## config.mk

```make
export PLATFORM = sky130hd
export DESIGN_NAME = multichannel_baseline_threshold_detector_top
export DESIGN_NICKNAME = d
export VERILOG_FILES = /design/src/hdl/mbtd_pkg.sv /design/src/hdl/mbtd_front.sv /design/src/hdl/mbtd_track.sv /design/src/hdl/multichannel_baseline_threshold_detector_top.sv
export SDC_FILE = /design/constraint.sdc
export NUM_CORES = 1
export LEC_CHECK = 0
export BUFFER_PORTS_ARGS = -buffer_cell sky130_fd_sc_hd__buf_2
export CORE_UTILIZATION = 35
export CTS_CLUSTER_DIAMETER = 60
export CTS_CLUSTER_SIZE = 12
export DETAILED_ROUTE_END_ITERATION = 10
export GPL_ROUTABILITY_DRIVEN = 0
export SLEW_MARGIN = 15
export SYNTH_ARGS = -nofsm -noshare
export SYNTH_HDL_FRONTEND = slang
export SYNTH_SLANG_ARGS = --single-unit
```

## constraint.sdc

```tcl
create_clock -name clk -period 10.41 [get_ports clk]
set_input_delay 0 -clock clk [delete_from_list [all_inputs] [get_ports clk]]
set_output_delay 0 -clock clk [all_outputs]
set_load 0.1 [all_outputs]
```

## src/hdl/mbtd_pkg.sv

```systemverilog
package mbtd_pkg;

  // Default build values
  localparam int CHANNELS_DEF    = 8;
  localparam int SAMPLE_BITS_DEF = 10;
  localparam int BASE_SHIFT_DEF  = 12;

  // Configuration register widths
  localparam int THR_W     = 8;
  localparam int DIST_W    = 16;
  localparam int CFG_IDX_W = 1;
  localparam int CFG_DAT_W = 16;

  // Register indexes on the configuration port
  typedef enum logic [CFG_IDX_W-1:0] {
    CFG_THRESHOLD = 1'b0,
    CFG_DISTANCE  = 1'b1
  } cfg_reg_t;

  // Register reset values
  localparam logic [THR_W-1:0]  THRESHOLD_RST = 8'd16;
  localparam logic [DIST_W-1:0] DISTANCE_RST  = 16'd10;

endpackage

```

## src/hdl/mbtd_front.sv

```systemverilog
// Input stage: reference/sensor phase, round-robin channel counter and
// the sensor word register that feeds the tracking stage.
module mbtd_front import mbtd_pkg::*; #(
  parameter int CHANNELS    = CHANNELS_DEF,
  parameter int SAMPLE_BITS = SAMPLE_BITS_DEF,
  localparam int CH_W       = $clog2(CHANNELS)
) (
  input  logic                   clk,
  input  logic                   rst_n,
  input  logic                   in_valid,
  input  logic [SAMPLE_BITS-1:0] in_sample,
  output logic                   in_stall,
  input  logic                   s1_adv,
  output logic                   s1_valid,
  output logic [SAMPLE_BITS-1:0] s1_sample,
  output logic [CH_W-1:0]        s1_channel
);

  logic                   phase_r, phase_nxt;
  logic [CH_W-1:0]        chan_r, chan_nxt;
  logic                   s1_valid_r, s1_valid_nxt;
  logic [SAMPLE_BITS-1:0] s1_sample_r;
  logic [CH_W-1:0]        s1_channel_r;
  logic                   accept;
  logic                   load;

  assign in_stall = s1_valid_r & ~s1_adv;
  assign accept   = in_valid & ~in_stall;
  // Only sensor conversions (odd phase) go on; reference words are dropped
  assign load     = accept & phase_r;

  always_comb begin
    phase_nxt    = phase_r;
    chan_nxt     = chan_r;
    s1_valid_nxt = s1_valid_r;
    if (accept) begin
      phase_nxt = ~phase_r;
    end
    if (load) begin
      s1_valid_nxt = 1'b1;
      if (chan_r == CH_W'(CHANNELS - 1)) begin
        chan_nxt = '0;
      end else begin
        chan_nxt = chan_r + 1'b1;
      end
    end else if (s1_adv) begin
      s1_valid_nxt = 1'b0;
    end
  end

  always_ff @(posedge clk) begin
    if (!rst_n) begin
      phase_r    <= 1'b0;
      chan_r     <= '0;
      s1_valid_r <= 1'b0;
    end else begin
      phase_r    <= phase_nxt;
      chan_r     <= chan_nxt;
      s1_valid_r <= s1_valid_nxt;
    end
  end

  always_ff @(posedge clk) begin
    if (load) begin
      s1_sample_r  <= in_sample;
      s1_channel_r <= chan_r;
    end
  end

  assign s1_valid   = s1_valid_r;
  assign s1_sample  = s1_sample_r;
  assign s1_channel = s1_channel_r;

endmodule

```

## src/hdl/mbtd_track.sv

```systemverilog
// Baseline accumulators, deviation/threshold logic and result register.
module mbtd_track import mbtd_pkg::*; #(
  parameter int CHANNELS    = CHANNELS_DEF,
  parameter int SAMPLE_BITS = SAMPLE_BITS_DEF,
  parameter int BASE_SHIFT  = BASE_SHIFT_DEF,
  localparam int CH_W       = $clog2(CHANNELS),
  localparam int ACC_W      = SAMPLE_BITS + BASE_SHIFT,
  localparam int DEV_W      = SAMPLE_BITS + 1
) (
  input  logic                    clk,
  input  logic                    rst_n,
  input  logic                    s1_valid,
  input  logic [SAMPLE_BITS-1:0]  s1_sample,
  input  logic [CH_W-1:0]         s1_channel,
  output logic                    s1_adv,
  input  logic [THR_W-1:0]        threshold,
  input  logic [DIST_W-1:0]       detect_distance,
  output logic                    out_valid,
  input  logic                    out_stall,
  output logic [CH_W-1:0]         out_channel,
  output logic [SAMPLE_BITS-1:0]  out_raw_sample,
  output logic signed [DEV_W-1:0] out_deviation,
  output logic                    out_detected,
  output logic [DIST_W-1:0]       out_distance_out
);

  logic [ACC_W-1:0]        acc_r [CHANNELS];
  logic [ACC_W-1:0]        acc_cur;
  logic [ACC_W-1:0]        acc_seed;
  logic [ACC_W-1:0]        acc_nxt;
  logic [SAMPLE_BITS-1:0]  base_new;
  logic signed [DEV_W-1:0] dev;
  logic signed [DEV_W-1:0] thr_s;
  logic                    hit;

  logic                    out_valid_r, out_valid_nxt;
  logic [CH_W-1:0]         out_channel_r;
  logic [SAMPLE_BITS-1:0]  out_raw_r;
  logic signed [DEV_W-1:0] out_dev_r;
  logic                    out_hit_r;
  logic [DIST_W-1:0]       out_dist_r;

  assign s1_adv = s1_valid & (~out_valid_r | ~out_stall);

  // Zero accumulator = uninitialized: seed with sample << BASE_SHIFT
  assign acc_cur  = acc_r[s1_channel];
  assign acc_seed = (acc_cur == '0) ? {s1_sample, {BASE_SHIFT{1'b0}}} : acc_cur;
  assign acc_nxt  = acc_seed - ACC_W'(acc_seed[ACC_W-1:BASE_SHIFT]) + ACC_W'(s1_sample);
  assign base_new = acc_nxt[ACC_W-1:BASE_SHIFT];

  assign dev   = $signed({1'b0, s1_sample}) - $signed({1'b0, base_new});
  assign thr_s = $signed({{(DEV_W - THR_W){1'b0}}, threshold});
  assign hit   = dev > thr_s;

  always_comb begin
    out_valid_nxt = out_valid_r;
    if (s1_adv) begin
      out_valid_nxt = 1'b1;
    end else if (!out_stall) begin
      out_valid_nxt = 1'b0;
    end
  end

  always_ff @(posedge clk) begin
    if (!rst_n) begin
      out_valid_r <= 1'b0;
      for (int i = 0; i < CHANNELS; i++) begin
        acc_r[i] <= '0;
      end
    end else begin
      out_valid_r <= out_valid_nxt;
      if (s1_adv) begin
        acc_r[s1_channel] <= acc_nxt;
      end
    end
  end

  always_ff @(posedge clk) begin
    if (s1_adv) begin
      out_channel_r <= s1_channel;
      out_raw_r     <= s1_sample;
      out_dev_r     <= dev;
      out_hit_r     <= hit;
      out_dist_r    <= hit ? detect_distance : '0;
    end
  end

  assign out_valid        = out_valid_r;
  assign out_channel      = out_channel_r;
  assign out_raw_sample   = out_raw_r;
  assign out_deviation    = out_dev_r;
  assign out_detected     = out_hit_r;
  assign out_distance_out = out_dist_r;

endmodule

```

## src/hdl/multichannel_baseline_threshold_detector_top.sv

```systemverilog
// Channel   Handshake          Payload
// in_       valid / stall      sample
// out_      valid / stall      channel, raw_sample, deviation, detected, distance_out
// cfg_      valid / ready      index (0 threshold, 1 detect_distance), data
//
// One word per cycle in while in_stall is low. A sensor word passes the input register
// and then the result register; a new word can enter while the last one is held.
// Reference words are swallowed at the input and produce nothing.
// Synchronous reset (rst_n low) clears accumulators, phase, channel counter and valid
// flags and sets the config registers to their reset values. in_stall rises only when
// the input register is full and the result register is full and stalled; cfg_ready is always high.
module multichannel_baseline_threshold_detector_top import mbtd_pkg::*; #(
  parameter int CHANNELS    = CHANNELS_DEF,
  parameter int SAMPLE_BITS = SAMPLE_BITS_DEF,
  parameter int BASE_SHIFT  = BASE_SHIFT_DEF,
  localparam int CH_W       = $clog2(CHANNELS),
  localparam int DEV_W      = SAMPLE_BITS + 1
) (
  input  logic                    clk,
  input  logic                    rst_n,
  // input words
  input  logic                    in_valid,
  output logic                    in_stall,
  input  logic [SAMPLE_BITS-1:0]  in_sample,
  // result words
  output logic                    out_valid,
  input  logic                    out_stall,
  output logic [CH_W-1:0]         out_channel,
  output logic [SAMPLE_BITS-1:0]  out_raw_sample,
  output logic signed [DEV_W-1:0] out_deviation,
  output logic                    out_detected,
  output logic [DIST_W-1:0]       out_distance_out,
  // configuration writes
  input  logic                    cfg_valid,
  output logic                    cfg_ready,
  input  logic [CFG_IDX_W-1:0]    cfg_index,
  input  logic [CFG_DAT_W-1:0]    cfg_data
);

  logic [THR_W-1:0]       threshold_r;
  logic [DIST_W-1:0]      distance_r;
  logic                   cfg_wr;

  logic                   s1_valid;
  logic                   s1_adv;
  logic [SAMPLE_BITS-1:0] s1_sample;
  logic [CH_W-1:0]        s1_channel;

  // Config registers; the user is to write only while the pipeline is empty; the block has no check for it
  assign cfg_ready = 1'b1;
  assign cfg_wr    = cfg_valid & cfg_ready;

  always_ff @(posedge clk) begin
    if (!rst_n) begin
      threshold_r <= THRESHOLD_RST;
      distance_r  <= DISTANCE_RST;
    end else if (cfg_wr) begin
      case (cfg_reg_t'(cfg_index))
        CFG_THRESHOLD: threshold_r <= cfg_data[THR_W-1:0];
        CFG_DISTANCE:  distance_r  <= cfg_data[DIST_W-1:0];
        default: ;
      endcase
    end
  end

  // Phase tracking, channel round-robin, input register
  mbtd_front #(
    .CHANNELS    (CHANNELS),
    .SAMPLE_BITS (SAMPLE_BITS)
  ) u_front (
    .clk        (clk),
    .rst_n      (rst_n),
    .in_valid   (in_valid),
    .in_sample  (in_sample),
    .in_stall   (in_stall),
    .s1_adv     (s1_adv),
    .s1_valid   (s1_valid),
    .s1_sample  (s1_sample),
    .s1_channel (s1_channel)
  );

  // Baseline update and detection; accumulators written as the word
  // moves into the result register
  mbtd_track #(
    .CHANNELS    (CHANNELS),
    .SAMPLE_BITS (SAMPLE_BITS),
    .BASE_SHIFT  (BASE_SHIFT)
  ) u_track (
    .clk              (clk),
    .rst_n            (rst_n),
    .s1_valid         (s1_valid),
    .s1_sample        (s1_sample),
    .s1_channel       (s1_channel),
    .s1_adv           (s1_adv),
    .threshold        (threshold_r),
    .detect_distance  (distance_r),
    .out_valid        (out_valid),
    .out_stall        (out_stall),
    .out_channel      (out_channel),
    .out_raw_sample   (out_raw_sample),
    .out_deviation    (out_deviation),
    .out_detected     (out_detected),
    .out_distance_out (out_distance_out)
  );

endmodule
```

After elaboration in Yosys (flattened, before gate mapping)

Memories as Yosys holds them, arrays and structs flattened. A register that Yosys moved wholly into a read port is not among the register bits.
Cells that the tools add are included.

$add $sub $neg: 4
Order comparisons: 1
Equality and inequality tests: 2
Mux-type cells: 14
Bitwise operators: 11
Reduce and logical (&&, ||, !) cells: 5

Operators by type and width:

| kind                  | number |
|---|---|
| $mux W22              | 2 |
| $add A22 B10 Y22      | 1 |
| $logic_not A22 Y1     | 1 |
| $reduce_or A22 Y1     | 1 |
| $sub A22 B10 Y22      | 1 |
| $gt A11 B9 Y1         | 1 |
| $sub A10 B10 Y11      | 1 |
| $mux W1               | 9 |
| $mux W3               | 3 |
| $not A1 Y1            | 6 |
| $and A1 B1 Y1         | 4 |
| $reduce_and A2 Y1     | 2 |
| $add A3 B1 Y3 const B | 1 |
| $eq A3 B3 Y1 const B  | 1 |
| $ne A2 B1 Y1 const B  | 1 |
| $reduce_bool A2 Y1    | 1 |
| $or A1 B1 Y1          | 1 |

Register bits after elaboration: 84
RAM bits: 176
Input bits: 32
Output and inout bits: 44
Word-level logic and storage cells: 51
Memories kept: 1

Memory list:

| memory        | words | width | rd ports | clocked after Yosys merged registers in | wr ports | line             | source |
|---|---|---|---|---|---|---|---|
| u_track.acc_r | 8     | 22    | 1        | 1                                       | 8        | mbtd_track.sv:27 | `logic [ACC_W-1:0] acc_r [CHANNELS];` |

Longest topological paths before layout

Gate-level depths: netlist of run 1.

Depth in word-level cells: 9
Mapped depth: 50
Depth with buffers taken out: 44

Cells and area by module

Synthesis of run 1 repeated with hierarchy kept, for this count alone.

Cells, all modules: 1174
Area total of the unflattened synthesis: 13756.9 um2

By module, submodules not included:

| module                                       | instances | cells each | area an instance (um2) | sequential area each (um2) |
|---|---|---|---|---|
| mbtd_track                                   | 1         | 1031       | 12141.6                | 6536.3 |
| multichannel_baseline_threshold_detector_top | 1         | 104        | 982.2                  | 480.5 |
| mbtd_front                                   | 1         | 39         | 633.1                  | 490.5 |

Worst setup path before layout of run 1

Ideal clock, no wire load.

Kind: register -> register
Start: register (tool-made name)
End: register u_track.out_dist_r[0], in the netlist u_track.out_distance_out[0] (data pin)
Setup time: 0.258 ns
Arrival: 8.486 ns
Required time: 10.152 ns
Setup slack: 1.667 ns
Stages on the path, launching flop included: 39
Path buffers: 5
Cell sequence: dfxtp_1 buf_6 buf_8 mux4_1 mux2_2 nor4_4 nand4_4 nor2_4 buf_6 clkbuf_1 a221o_1 inv_1 fa_1 ha_1 a21boi_0 o21ai_0 a21boi_0 o21ai_0 [3 not listed] o21a_1 xor2_1 ha_1 and3_1 a211oi_1 o21bai_1 maj3_1 xor2_1 ha_1 a21oi_1 nor2b_1 o22ai_1 inv_1 a2111oi_1 nor4_2 a31oi_4 buf_12 a21boi_2

RTL lines:

| item                 | line             | source |
|---|---|---|
| end signal, assigned | mbtd_track.sv:84 | `out_dist_r <= hit ? detect_distance : '0;` |
| end, declared        | mbtd_track.sv:41 | `logic [DIST_W-1:0] out_dist_r;` |

==> impl_metrics.ini, run 1 <==
[clock_network]
clkTransAtPathRegs_ps = 60
cts_max_path_buffers = 3
cts_sinks = 263
htree_levels = 1
tritoncts = done
root_buffer = clkbuf_16
cts_buffers = 26
postCtsSetupBuffers = 0
clk_latency_ps = 540

[synth]
synth_cells = 1092
ys_seq_area_share_pct = 56.2
synth.most_common_cell = edfxtp_1
ys_top_cells_by_count = 230 x edfxtp_1, 201 x nor2_1, 81 x nand2_1, 39 x ha_1
synthTopCellsByArea = edfxtp_1 51%, nor2_1 5.6%, dfxtp_1 4.9%, ha_1 3.6%, mux4_2 3.5%
yosysTopAreaCell = edfxtp_1
synth-seq-cells = 263
ys_types = 84
syn-cell-area_sq_um = 13500
async_reset_ff_share_pct = 0
syn_nets = 1171
ys.flop_type = edfxtp_1
syn_area_per_cell_sq_um = 12.3
yosys_warnings = 0
synth_edf_count = 230
yosysTopAreaCellShare_pct = 51.3

[setup_path]
start_kind = flop
ff2ff_path_depth = 39
critPathCaptureType = flop
critPathKind = flop to flop
path_buf_inv = 5
critPathRequiredTime_ps = 10680
arrival_ps = 9880
critPathSlowestCell = mux4_1
regToRegEndpoint = u_track.out_distance_out[9]
max_stage_delay_ps = 620
critPathMaxFanout = 22
reg2reg_slack_ps = 800
crit_family = compound AO/OA/AOI/OAI gates

[global_routing]
overflow = 0
grt_pass1_vias = 9129
grt_pass1_wl_mm = 52.7
grt_max_degree = 44
grt.total_usage_pct = 17.7
antenna_found_initial = 0

[run]
drv_cap = 0

[hold_path]
min_path_cells = 2
hold_start = rst_n
whs_endpoint = u_front.s1_valid
hp-class = input port to flop

[sta]
rsz0062_at_grt = no
skew_ps = 12.4
setup_tns_ps = 0
tightest_slew_ps = 1000
min_period_ps = 9610
max_freq_mhz = 104
final_hold_viol_count = 0
setup_viol = 0
fin_crit_sh_pct = 92.4
final_max_slew_viol_count = 0
slew_headroom_pct = 32.6

[cells_and_area]
nNetsFinal = 1293
layoutNonFillerInstCount = 1737
drive_above_1_share_pct = 18.4
n_fill_cell = 3535
area_growth_pct = 16.5
diodes = 0

[status]
outcome = completed

[floorplan]
die_h_microns = 198
io_pins = 76
start_util_pct = 35.6
rows = 71
coreArea_sq_um = 37800
die_width_microns = 198
dieArea_sq_um = 39200

[drt]
finalWirelength_mm = 34.0
ant_nets = 0
drt_iter0_drc = 881
avgRoutedWirePerCell_microns = 19.6
drc = 0
dr_total_vias = 9129
viasPerCell = 5.26
first_pass_iters = 5

[pwr]
p_per_area_nw_per_um2 = 214
leakagePower_uw = 0.00593
worst_ir_drop_vdd_mv = 0.101

[placed_design]
place.detailed.hpwl_mm = 23.8
port_buffers = 74
dpl.cell_count = 1660
## cells in the final DEF, fill, tap and decap left out, types with 6 or more instances in the layout
cell type	n
edfxtp_1	230
o21ai_0	20
dlygate4sd3_1	37
ha_1	39
mux2i_1	14
xnor2_1	22
clkbuf_1	10
a21boi_0	28
nand2b_1	9
a21oi_1	27
nand4_1	6
mux2_2	20
mux4_1	17
nor3_1	26
fa_1	8
nand2_1	81
clkbuf_16	28
a21boi_2	9
xor2_1	16
and2_1	10
inv_1	38
o211ai_1	6
buf_4	38
o21a_1	9
nand3_1	16
and3_1	6
nor2_1	201
a211oi_1	12
mux4_2	21
buf_2	74
dfxtp_1	31
a21o_1	7
nor2b_1	12
nor4_1	7
## power by group
group / internal [uW] / leakage, uW / total [uW] / switching [uW]
Clock: 534 / 0.000385 / 906 / 373
Combinational: 422 / 0.00297 / 1200 / 779
Sequential: 1210 / 0.00258 / 1240 / 27.7
Total: 2170 / 0.00593 / 3350 / 1180
## worst register-to-register path, delay by kind of cell, from the launching register on
family | cells | cell delay (ps)
flops | 1 | 580
fa+ha+maj | 5 | 1450
mux | 2 | 1050
buf+inv | 5 | 600
xor+xnor | 2 | 490
simple gates | 7 | 1370
compound gates | 18 | 3820
## worst max path at each step
stage / from / end / slack (ps) / cells after the start
after floorplan: flop / u_track.out_distance_out[0] / 1670 / 38
after global placement: flop / u_track.out_distance_out[10] / 640 / 38
after detailed placement: flop / u_track.out_distance_out[9] / 540 / 38
after CTS: flop / u_track.out_distance_out[9] / 520 / 38
after global routing: flop / u_track.out_distance_out[8] / 4 / 36
final: flop / u_track.out_distance_out[9] / 800 / 39
## state kept, by name, indices dropped and copies added (netlist names), named ones only
signal and flops:
distance_r 16, threshold_r 8, u_front.chan_r 3, u_front.phase_r 1, u_front.s1_channel 3, u_front.s1_sample 10
u_front.s1_valid 1, u_track.acc_r 176, u_track.out_channel 3, u_track.out_detected 1, u_track.out_deviation 11, u_track.out_distance_out 16
u_track.out_raw_sample 10, u_track.out_valid 1
## cells by family (layout without fill, tap and decap cells)
family                   count (synthesis)  count (layout)  synth area share [%]
multiplexers                            75              75                  9.87
buffers and inverters                   95             229                  3.16
AND/OR/NAND/NOR                        403             403                  13.8
adder cells (fa/ha/maj)                 50              50                  5.06
AO/OA/AOI/OAI                          166             166                  9.23
XOR/XNOR                                39              39                  2.59
flip-flops                             263             263                  56.2
other                                    1               1                0.0279
## layout make-up
class | instances | area [sq um] | share of cell area [%]
inverters | 39 | 146 | 0.934
flip-flops and latches | 263 | 7570 | 48.3
clock buffers | 38 | 738 | 4.71
well taps | 511 | 639 | 4.08
clock inverters | 2 | 60.1 | 0.383
repair buffers | 150 | 1040 | 6.62
multi-input cells | 734 | 5480 | 34.9
## routing by layer
| layer | vias to the layer above | GRT usage, % | routed length [microns] |
|---|---|---|---|
| met3 | 65 | 2.08 | 1770 |
| met5 | - | 0 | 0 |
| met2 | 307 | 30.4 | 16700 |
| met1 | 4503 | 23.3 | 14600 |
| li1 | 4254 | - | - |
| met4 | 0 | 5.74 | 901 |
## repair_timing
item / 4_1_cts / 5_1_grt
hold endpoints to repair: 37 / 0
setup endpoints to repair: 0 / 17
resized for setup: 0 / 4
hold buffers: 37 / 0
## per-stage QoR
step / power [uW] / utilization (%) / hold slack, ps / setup WS (ps) / area [sq um]
after CTS: 3370 / 41.5 / 49.2 / 516 / 15700
final: 3350 / 41.5 / 65.5 / 795 / 15700
after global routing: 3520 / 41.5 / 87.0 / 4.02 / 15700
after global placement: 2440 / 38.4 / 176 / 641 / 14500
after detailed placement: 2450 / 38.4 / 178 / 539 / 14500
after floorplan: 2150 / - / 98.9 / 1670 / 13500
No activity file was read; power rests on OpenSTA's default activity.
==> inputs of run 2 (changes only) <==
==> constraint.sdc (replaced) <==
create_clock -name clk -period 12.4 [get_ports clk]
set_input_delay 0 -clock clk [delete_from_list [all_inputs] [get_ports clk]]
set_output_delay 0 -clock clk [all_outputs]
set_load 0.1 [all_outputs]
==> run 2 against run 1 <==
Clock power fell by 12%. Core utilization fell by 0.23 points. Sequential power fell by 16%. Die area did not move. Flip-flop and latch count did not move. First-iteration DRC count fell by 11%. Final cell count fell by 0.63%. Critical path depth fell by 4. Final area fell by 0.55%. Highest routed layer unchanged.
==> impl_metrics.ini, run 2 (synthesis results as in run 1) <==
[status]
outcome = completed

[clock_network]
clk_latency_ps = 550
cts_buffers = 28
postCtsSetupBuffers = 0
clkTransAtPathRegs_ps = 60
cts_sinks = 263
htree_levels = 1
root_buffer = clkbuf_16
cts_max_path_buffers = 3
tritoncts = done

[global_routing]
grt.total_usage_pct = 17.8
overflow = 0
grt_max_degree = 44
grt_pass1_wl_mm = 53.5
antenna_found_initial = 0
grt_pass1_vias = 9100

[hold_path]
min_path_cells = 2
hp-class = input port to flop

[setup_path]
critPathRequiredTime_ps = 12660
cpMostUsedCell = o21ai_0
path_buf_inv = 3
start_kind = flop
critPathKind = flop to flop
critPathCaptureType = flop
path_depth = 35
ff2ff_path_depth = 35
critPathMaxFanout = 36
critPathSlowestCell = dfxtp_2
arrival_ps = 11180
crit_family = compound AO/OA/AOI/OAI gates
max_stage_delay_ps = 750

[sta]
min_period_ps = 10920
tightest_slew_ps = 1020
final_hold_viol_count = 0
skew_ps = 11.4
setup_viol = 0
slew_headroom_pct = 31.4
setup_tns_ps = 0
rsz0062_at_grt = no
fin_crit_sh_pct = 88.1
max_freq_mhz = 91.6
final_max_slew_viol_count = 0

[drt]
drt_iter0_drc = 781
finalWirelength_mm = 34.7
avgRoutedWirePerCell_microns = 20.1
dr_total_vias = 9147
first_pass_iters = 8
drc = 0
ant_nets = 0
viasPerCell = 5.30

[cells_and_area]
final_cell_mix = 230 x edfxtp_1, 201 x nor2_1, 81 x nand2_1
drive_above_1_share_pct = 17.7
final_common_cell = edfxtp_1
area_growth_pct = 15.8
top_register = u_track.acc_r
diodes = 0
design_area_sq_um = 15600
largest_register_ffs = 176
nNetsFinal = 1278

[floorplan]
die_h_microns = 198
die_width_microns = 198
start_util_pct = 35.6
io_pins = 76
coreArea_sq_um = 37800
dieArea_sq_um = 39200
rows = 71

[pwr]
leakagePower_uw = 0.00588
worst_ir_drop_vdd_mv = 0.0919
p_per_area_nw_per_um2 = 180

[run]
drv_cap = 0

[placed_design]
placed_area_sq_um = 14400
port_buffers = 74
place.detailed.hpwl_mm = 23.2
[run 2: cell count changes in the layout (fill, tap and decap cells not counted), sizes merged]
| cell | before | now |
|---|---|---|
| clkbuf | 38 | 39 |
| inv | 39 | 40 |
| buf | 113 | 97 |
| dlygate4sd3 | 37 | 36 |
| clkinv | 0 | 5 |
| bufinv | 2 | 1 |
[run 2: worst paths after layout]
kind,startpoint,slack (ps),to
hold reg to reg,distance_r[4],460,distance_r[4]
setup reg to reg,flop,1480,u_track.out_distance_out[10]
setup / recovery,flop,1480,u_track.out_distance_out[10]
hold / removal,rst_n,20,threshold_r[4]
[run 2: timing repair]
action / in CTS / in global routing
hold endpoints to repair: 37 / 0
gates resized for setup: 0 / 0
hold buffers: 36 / 0
[run 2: layout make-up]
class                   instances  area [sq um]
fillers                      3519         22200
flip-flops and latches        263          7570
multi-input cells             734          5470
repair buffers                133           903
clock buffers                  39           783
well taps                     511           639
inverters                      39           146
clock inverters                 7          68.8
[run 2: power by group]
| group | internal (uW) | switching [uW] |
|---|---|---|
| Clock | 457 | 337 |
| Combinational | 331 | 635 |
| Sequential | 1020 | 23.7 |
| Total | 1810 | 995 |
[run 2: per-layer routing]
metal	up-vias	GRT usage (%)	wire length (microns)
li1	4234	-	-
met1	4589	24.5	15500
met2	277	30.3	16800
met3	47	1.75	1870
met4	0	4.05	565
met5	-	0	0
[run 2: metrics by stage]
stage | power (uW) | utilization [%] | worst slack (ps) | hold slack (ps) | instances
global route | 2950 | 41.3 | 656 | 78.7 | 1726
detailed placement | 2010 | 38.1 | 1600 | 178 | 1644
CTS | 2820 | 41.3 | 1540 | 7.17 | 1726
global placement | 2000 | 38.1 | 1880 | 179 | 1644
finish | 2800 | 41.3 | 1480 | 21.2 | 1726
floorplan | 1800 | - | 3660 | 98.9 | 1092
==> inputs of run 3 (changes only) <==
--- a/config.mk
+++ b/config.mk
@@ -6,6 +6,7 @@
 export NUM_CORES = 1
 export LEC_CHECK = 0
 export BUFFER_PORTS_ARGS = -buffer_cell sky130_fd_sc_hd__buf_2
+export CORE_ASPECT_RATIO = 0.8
 export CORE_UTILIZATION = 35
 export CTS_CLUSTER_DIAMETER = 60
 export CTS_CLUSTER_SIZE = 12
==> run 3 against run 2 <==
Worst hold slack better by 58 ps. Clock skew up 5.6 ps. Fmax shrank 2.3%. Non-clock buffer count is 2 lower. Flip-flop and latch count stayed put. Critical path depth unchanged. Global-route usage up 0.24 points. First-iteration DRC count increased by 1.7%. Core utilization about the same. Die area hardly changed. Clock-buffer cell count increased by 7. Sequential power barely moved. Highest routed layer unchanged.
==> impl_metrics.ini, run 3 (synthesis results as in run 1) <==
[clock_network]
root_buffer = clkbuf_16
cts_sinks = 263
cts_resized = 0
clk_latency_ps = 540
cts_buffers = 26
tritoncts = done
clkTransAtPathRegs_ps = 60
postCtsHoldBufs = 36
cts_max_path_buffers = 3
postCtsSetupBuffers = 0
htree_levels = 1

[status]
outcome = completed

[drt]
viasPerCell = 5.41
ant_nets = 0
avgRoutedWirePerCell_microns = 20.9
first_pass_iters = 5
drt_iter0_drc = 794
dr_total_vias = 9211
finalWirelength_mm = 35.6
drc = 0

[cells_and_area]
top_register = u_track.acc_r
area_growth_pct = 14.9
largest_register_ffs = 176
finish.utilization_pct = 41.3
diodes = 0
final_cell_mix = 230 x edfxtp_1, 201 x nor2_1, 80 x nand2_1
nNetsFinal = 1274
layoutNonFillerInstCount = 1702
n_fill_cell = 3471
final_common_cell = edfxtp_1
drive_above_1_share_pct = 17.1

[global_routing]
grt_pass1_vias = 8810
grt_pass1_wl_mm = 53.5
grt.total_usage_pct = 18.1
grt_max_degree = 44
antenna_found_initial = 0
overflow = 0

[run]
drv_cap = 0

[placed_design]
place.detailed.hpwl_mm = 23.3
dpl.cell_count = 1618
port_buffers = 74

[sta]
rsz0062_at_grt = no
setup_viol = 0
min_period_ps = 11180
fin_crit_sh_pct = 90.1
final_max_slew_viol_count = 0
setup_tns_ps = 0
tightest_slew_ps = 990
skew_ps = 17.0
slew_headroom_pct = 33.5
final_hold_viol_count = 0
max_freq_mhz = 89.5

[pwr]
pwr-share-clk_pct = 26.6
leakagePower_uw = 0.00581
sw_frac_of_total_pct = 36.3
comb_power_share_pct = 35.4
seqPwrFrac_pct = 37.9
p_per_area_nw_per_um2 = 178
worst_ir_drop_vdd_mv = 0.0755
p_int_uw = 1760
p_sw_uw = 1000

[setup_path]
crit_family = compound AO/OA/AOI/OAI gates
path_depth = 35
critPathMaxFanout = 30
start_kind = flop
arrival_ps = 11420
critPathKind = flop to flop
critPathCaptureType = flop
max_stage_delay_ps = 890
cpMostUsedCell = o21ai_0
path_buf_inv = 3
critPathSlowestCell = dfxtp_2
critPathRequiredTime_ps = 12650
ff2ff_path_depth = 35

[floorplan]
die_h_microns = 177
io_pins = 76
start_util_pct = 35.9
rows = 63
die_width_microns = 221
dieArea_sq_um = 39200
coreArea_sq_um = 37400

[hold_path]
min_path_cells = 2
hp-class = input port to flop
## run 3: cell count changes in the layout (fill, tap and decap cells not counted), moves of 2 or more
cell	delta
buf_4	-2
clkbuf_1	+11
clkbuf_16	-2
clkbuf_8	-2
clkinv_1	-2
clkinv_4	-2
## run 3: worst paths after layout
kind                       start                           to  slack [ps]
setup reg to reg            flop  u_track.out_distance_out[9]        1220
hold / removal             rst_n               threshold_r[3]          80
hold reg to reg   threshold_r[2]               threshold_r[2]         470
setup / recovery            flop  u_track.out_distance_out[9]        1220
## run 3: stage by stage
step                      hold slack, ps  setup WS, ps  area [sq um]  power (uW)
after global routing                91.2           338         15500        2890
final                               78.9          1220         15500        2760
after CTS                           55.3          1290         15500        2770
after detailed placement             178          1330         14300        2020
after global placement               179          1680         14300        2010
after floorplan                     98.9          3660         13500        1800
## run 3: layout make-up
| cell class | instances | area, sq um | share of cell area, % |
|---|---|---|---|
| clock buffer | 46 | 747 | 4.83 |
| multi-input combinational | 734 | 5480 | 35.4 |
| sequential | 263 | 7570 | 49.0 |
| timing repair buffer | 131 | 888 | 5.75 |
| tap | 487 | 609 | 3.94 |
| clock inverter | 2 | 16.3 | 0.105 |
| inverter | 39 | 146 | 0.947 |
## run 3: layer usage
layer	up-vias	global-route usage (%)	wire, microns
met5	-	0	0
met4	0	3.58	571
met3	44	3.31	2560
met2	347	27.9	15500
met1	4597	26.6	16900
li1	4223	-	-
## run 3: power by group through the flow
stage	clock (uW)	combinational, uW	sequential [uW]
after floorplan	0	699	1100
after global routing	780	1060	1050
after CTS	751	971	1050
after global placement	0	946	1060
final	734	977	1050
after detailed placement	0	956	1060
